--- config.mk ---
export PLATFORM = sky130hd
export DESIGN_NAME = wfps_ctrl
export DESIGN_NICKNAME = d
export VERILOG_FILES = /design/src/rtl/core/wfps_pkg.sv /design/src/rtl/core/wfps_ctrl.sv
export SDC_FILE = /design/constraint.sdc
export NUM_CORES = 1
export LEC_CHECK = 0
export ABC_AREA = 1
export BUFFER_PORTS_ARGS = -buffer_cell sky130_fd_sc_hd__buf_2
export CAP_MARGIN = 0
export CORE_AREA = 2 2 39 41
export CTS_CLUSTER_SIZE = 40
export DETAILED_ROUTE_END_ITERATION = 16
export DIE_AREA = 0 0 41 43
export PLACE_DENSITY = 0.76
export RECOVER_POWER = 50
export SYNTH_ARGS = -nofsm -noshare
export SYNTH_HDL_FRONTEND = slang
export SYNTH_SLANG_ARGS = --single-unit
--- constraint.sdc ---
create_clock -name clock -period 1.3 [get_ports clock]
set_input_delay 0.26 -clock clock [delete_from_list [all_inputs] [get_ports clock]]
set_output_delay 0.26 -clock clock [all_outputs]
set_load 0.01 [all_outputs]
--- src/rtl/core/wfps_pkg.sv ---
// shared types, constants and merge functions for the prefetch scheduler
package wfps_pkg;

   localparam int TDATA_W = 112;
   localparam int TAG_W = 64;
   localparam int WEIGHT_W = 32;
   localparam int SCALE_W = 24;
   localparam int FINISH_W = 64;
   localparam logic [SCALE_W-1:0] WEIGHT_SCALE_RESET = 24'd1000000;

   // one stored object of a batch
   typedef struct packed {
      logic [TAG_W-1:0]    tag;
      logic [WEIGHT_W-1:0] weight;
      logic [WEIGHT_W-1:0] reason_weight;
      logic [3:0]          reason;
      logic [1:0]          frame_class;
      logic                present;
      logic                blocked;
   } entry_type;

   // commands from the controller to the datapath
   typedef struct packed {
      logic load_req;
      logic inc_idx;
      logic rd;
      logic wr_merge;
      logic wr_new;
      logic clr_run;
      logic rst_run;
      logic base_step;
      logic inc_run;
      logic drop_run;
      logic take_offer;
      logic commit_run;
      logic finish;
   } ctrl_cmd_type;

   // status from the datapath to the controller
   typedef struct packed {
      logic active;
      logic last;
      logic idx_at_count;
      logic list_full;
      logic tag_match;
      logic present;
      logic blocked;
      logic run_at_end;
      logic div_done;
      logic out_busy;
   } ctrl_status_type;

   // fresh entry for a newly seen object
   function automatic entry_type fresh_entry(logic [TAG_W-1:0] tag, logic [1:0] fc,
                                             logic pres, logic blk);
      entry_type e;
      e.tag = tag;
      e.weight = '0;
      e.reason_weight = '0;
      e.reason = '0;
      e.frame_class = fc;
      e.present = pres;
      e.blocked = blk;
      return e;
   endfunction

   // fold one hint into an entry
   function automatic entry_type merge_hint(entry_type e, logic [WEIGHT_W-1:0] w,
                                            logic [1:0] fc, logic [3:0] rc);
      entry_type m;
      logic [WEIGHT_W:0] sum;
      m = e;
      sum = {1'b0, e.weight} + {1'b0, w};
      m.weight = sum[WEIGHT_W] ? {WEIGHT_W{1'b1}} : sum[WEIGHT_W-1:0];
      if (w >= e.reason_weight) begin
         m.reason_weight = w;
         m.reason = rc;
      end
      if (fc < e.frame_class) begin
         m.frame_class = fc;
      end
      return m;
   endfunction

endpackage

--- src/rtl/core/wfps_ctrl.sv ---
// sequencing state machine for hint loading and end-of-batch selection
module wfps_ctrl
   import wfps_pkg::*;
(
   input  logic            clock,
   input  logic            reset,
   input  logic            req_tvalid,
   output logic            req_tready,
   input  ctrl_status_type status,
   output ctrl_cmd_type    cmd
);

   localparam logic [3:0] S_IDLE      = 4'd0;
   localparam logic [3:0] S_SEARCH    = 4'd1;
   localparam logic [3:0] S_CMP       = 4'd2;
   localparam logic [3:0] S_BASE      = 4'd3;
   localparam logic [3:0] S_SCAN      = 4'd4;
   localparam logic [3:0] S_OFFER_CMP = 4'd5;
   localparam logic [3:0] S_DIV       = 4'd6;
   localparam logic [3:0] S_NEXT      = 4'd7;
   localparam logic [3:0] S_FINISH    = 4'd8;

   logic [3:0] state_ff, state_in;
   logic       item_end;

   // next state and commands
   always_comb begin
      state_in = state_ff;
      cmd = '0;
      item_end = 1'b0;
      req_tready = 1'b0;
      case (state_ff)
         S_IDLE: begin
            req_tready = 1'b1;
            if (req_tvalid) begin
               cmd.load_req = 1'b1;
               state_in = S_SEARCH;
            end
         end
         S_SEARCH: begin
            if (!status.active) begin
               item_end = 1'b1;
            end else if (status.idx_at_count) begin
               cmd.wr_new = !status.list_full;
               item_end = 1'b1;
            end else begin
               cmd.rd = 1'b1;
               state_in = S_CMP;
            end
         end
         S_CMP: begin
            if (status.tag_match) begin
               cmd.wr_merge = 1'b1;
               item_end = 1'b1;
            end else begin
               cmd.inc_idx = 1'b1;
               state_in = S_SEARCH;
            end
         end
         S_BASE: begin
            cmd.base_step = 1'b1;
            if (status.run_at_end) begin
               cmd.rst_run = 1'b1;
               state_in = S_SCAN;
            end else begin
               cmd.inc_run = 1'b1;
            end
         end
         S_SCAN: begin
            if (status.idx_at_count) begin
               cmd.drop_run = 1'b1;
               state_in = S_NEXT;
            end else begin
               cmd.rd = 1'b1;
               state_in = S_OFFER_CMP;
            end
         end
         S_OFFER_CMP: begin
            if (status.present) begin
               cmd.inc_idx = 1'b1;
               state_in = S_SCAN;
            end else if (status.blocked) begin
               cmd.drop_run = 1'b1;
               state_in = S_NEXT;
            end else begin
               cmd.take_offer = 1'b1;
               state_in = S_DIV;
            end
         end
         S_DIV: begin
            if (status.div_done) begin
               cmd.commit_run = 1'b1;
               state_in = S_NEXT;
            end
         end
         S_NEXT: begin
            if (status.run_at_end) begin
               state_in = S_FINISH;
            end else begin
               cmd.inc_run = 1'b1;
               state_in = S_SCAN;
            end
         end
         S_FINISH: begin
            if (!status.out_busy) begin
               cmd.finish = 1'b1;
               state_in = S_IDLE;
            end
         end
         default: begin
            state_in = S_IDLE;
         end
      endcase
      // close the request: end the batch or wait for the next one
      if (item_end) begin
         if (status.last) begin
            cmd.clr_run = 1'b1;
            state_in = S_BASE;
         end else begin
            state_in = S_IDLE;
         end
      end
   end

   always_ff @(posedge clock) begin
      if (reset) begin
         state_ff <= S_IDLE;
      end else begin
         state_ff <= state_in;
      end
   end

   // result is only loaded into a free output register
   a_finish_free: assert property (@(posedge clock) disable iff (reset)
      cmd.finish |-> !status.out_busy) else $error("result loaded over pending result");

   // the store is never read and written in one cycle
   a_rd_wr: assert property (@(posedge clock) disable iff (reset)
      (cmd.wr_new || cmd.wr_merge) |-> !cmd.rd) else $error("store read and write clash");

endmodule

==> impl_metrics.yaml <==
route:
  vias: 726
  drt_pre_antenna_iters: 4
  drt_iter0_markers: 12
  drt_wl_total_um: 1770
  viasPerCell: 4.939
  drc: 0
  wl_per_cell_um: 12.04
  ant_nets: 0
yosys:
  netlist_area_um2: 484.2
  synth_top_family_by_area: "simple AND/OR/NAND/NOR gates"
  synthCells: 87
  synth-compound-area-share: 0.05168
  synthSimpleGateAreaFrac: 0.6357
  synth_xor_area_frac: 0
  synth-seq-cells: 4
  synthAdderAreaFrac: 0
  synth_nets: 100
  yosysWarningCount: 0
  syn_avg_cell_area_um2: 5.566
  synth.distinct_cells: 14
  synth_mux_area_frac: 0
  synth_seq_area_share: 0.1654
timing:
  finClkSkew_ns: 0.006848
  min_period_over_period: 1.214
  finalHoldViolations: 0
  max_freq_ghz: 0.6337
  fin_hold_ws_ns: 0.2064
  setup_ws_ns: -0.2781
  slew_viol_final: 0
  period_needed_ns: 1.578
  finalSetupViolations: 16
  timing_worst_slew_pin_value_ns: 0.2693
  rsz0062_at_grt: "yes"
  slew_headroom: 0.8200
run_status:
  failed_checks: "negative setup slack"
  status: "finished, violations left"
cells_and_area:
  areaGrowthSynthToFinish_pct: 87.60
  antenna-diode-count: 0
  drive_gt1_frac: 0.6107
  regMostFlops: "state_ff"
  nNetsFinal: 146
  largest_register_ffs: 4
  fin_area_um2: 908.4
  top_regs: "state_ff (4)"
  final_cells: 147
setup_path:
  crit_arrival_ns: 1.32
  cp-startpoint: "state_ff[0]"
  critical_path_class: "flop to primary output"
  cp_max_fo: 6
  end_kind: "primary output"
  required_ns: 1.04
  r2r-start: "state_ff[0]"
  start_kind: "flop"
global_routing:
  grt_pass1_vias: 641
  grt_pass1_wl_um: 2553
  grt_overflow_total: 0
  grt_max_degree: 9
  track_usage: 0.2154
  grt_antenna_before_repair: 0
placed_design:
  gp_routability_congestion: 0.8392
  numPortBuffers: 26
  dp.final_hpwl_um: 1095
  dpl_cell_area_um2: 671.9
  dp.cells: 134
die:
  die_y_um: 43
  pin_count: 27
  std_cell_rows: 14
  start_util: 0.3499
  coreArea_um2: 1384
  die_x_um: 41
  die_area_um2: 1763
pwr:
  leakage_nw: 0.5216
  cellPowerDensity_nw_per_um2: 1729
  ir_worst_vdd_uv: 801.9
min_path:
  hp-class: "input port to flop"
  hold_start: "reset"
clock_tree:
  ctsHtreeMaxLevel: 1
  hold_buffers: 0
  numCtsBuffers: 3
  cts_tree: "yes"
  worstSkewPairLatency_ns: 0.25
  clock-sinks: 4
  clk_pin_slew_ns: 0.04
  cts-root-buf: "clkbuf_4"
  cts_buffer_depth: 2
flow_run:
  drv_cap: 0
cell usage after synthesis:
library cell	count	share of area
nor2_1	13	0.10
nand2_1	18	0.14
inv_2	2	0.016
nor2_4	4	0.093
nand4_1	2	0.026
inv_1	17	0.13
dfxtp_1	4	0.17
nand2_2	2	0.026
nor2_2	1	0.013
nand3_2	4	0.083
nand3_1	11	0.11
a21oi_1	3	0.031
o21ai_0	2	0.021
nor3_1	4	0.041
layer usage:
metal / global-route usage / routed length, µm / vias to the layer above
met5: 0 / 0 / -
met1: 0.2204 / 638 / 333
met4: 0.1000 / 27 / 0
li1: - / - / 363
met3: 0.04712 / 103 / 3
met2: 0.3813 / 1000 / 27
layout by cell type (no fill, tap or decap), types with 2 or more instances in the layout:
master     n
nand2_2    3
nor3_1     3
buf_2     23
nand3_2    7
buf_6      8
nand2_4    3
clkbuf_4   3
dfxtp_4    3
nor2_4     4
inv_2      6
inv_4      2
nor2_1    11
a21oi_1    2
nor2_2     3
nand4_1    2
nand3_1    7
buf_4      9
nand2_1   14
inv_1     10
cells by family after synthesis:
group	after synthesis
AO/OA/AOI/OAI	5
buffers and inverters	19
flip-flops	4
AND/OR/NAND/NOR	59
power breakdown:
part | internal, W | total, W | switching [W]
clock network | 0.000104 | 0.000167 | 0.0000633
logic | 0.000536 | 0.00114 | 0.000608
registers | 0.000180 | 0.000260 | 0.0000803
total | 0.000819 | 0.00157 | 0.000751
timing repair:
item	4_1_cts	5_1_grt
pin swaps	13	11
setup buffers	9	3
setup endpoints to repair	16	18
hold endpoints to repair	0	0
gates resized for setup	30	13
critical path: stages, from the launching register on:
cell	delay (ns)
dfxtp_4	0.38
inv_2	0.05
nor2_4	0.19
nand3_2	0.14
nand2_4	0.12
nand2_4	0.05
inv_2	0.05
buf_6	0.09
layout make-up:
cell class                 instances  area [µm²]
clock buffer                       3       22.52
fill                             125       475.5
inverter                          19       81.33
multi-input combinational         64       399.1
sequential                         4       92.59
tap                               16       20.02
timing repair buffer              41       292.8
path summary, 6_finish.rpt:
path	to	slack, ns	cells after the start
worst min-delay path	state_ff[2]	0.21	2
worst min register to register	state_ff[1]	0.61	4
worst max-delay path	cmd[7]	-0.28	7
worst max register to register	state_ff[3]	-0.23	9
metrics by stage:
stage | total power [W] | setup TNS [ns] | worst slack (ns) | utilization
floorplan | 0.0007378 | 0 | 0.04501 | -
global placement | 0.0009869 | -0.06788 | -0.05337 | 0.4855
detailed placement | 0.0009991 | -0.08040 | -0.05319 | 0.4855
CTS | 0.001454 | -2.381 | -0.2227 | 0.6130
global route | 0.001664 | -4.024 | -0.3314 | 0.6564
finish | 0.001570 | -2.941 | -0.2781 | 0.6564
(Power assumes the default switching activity.)
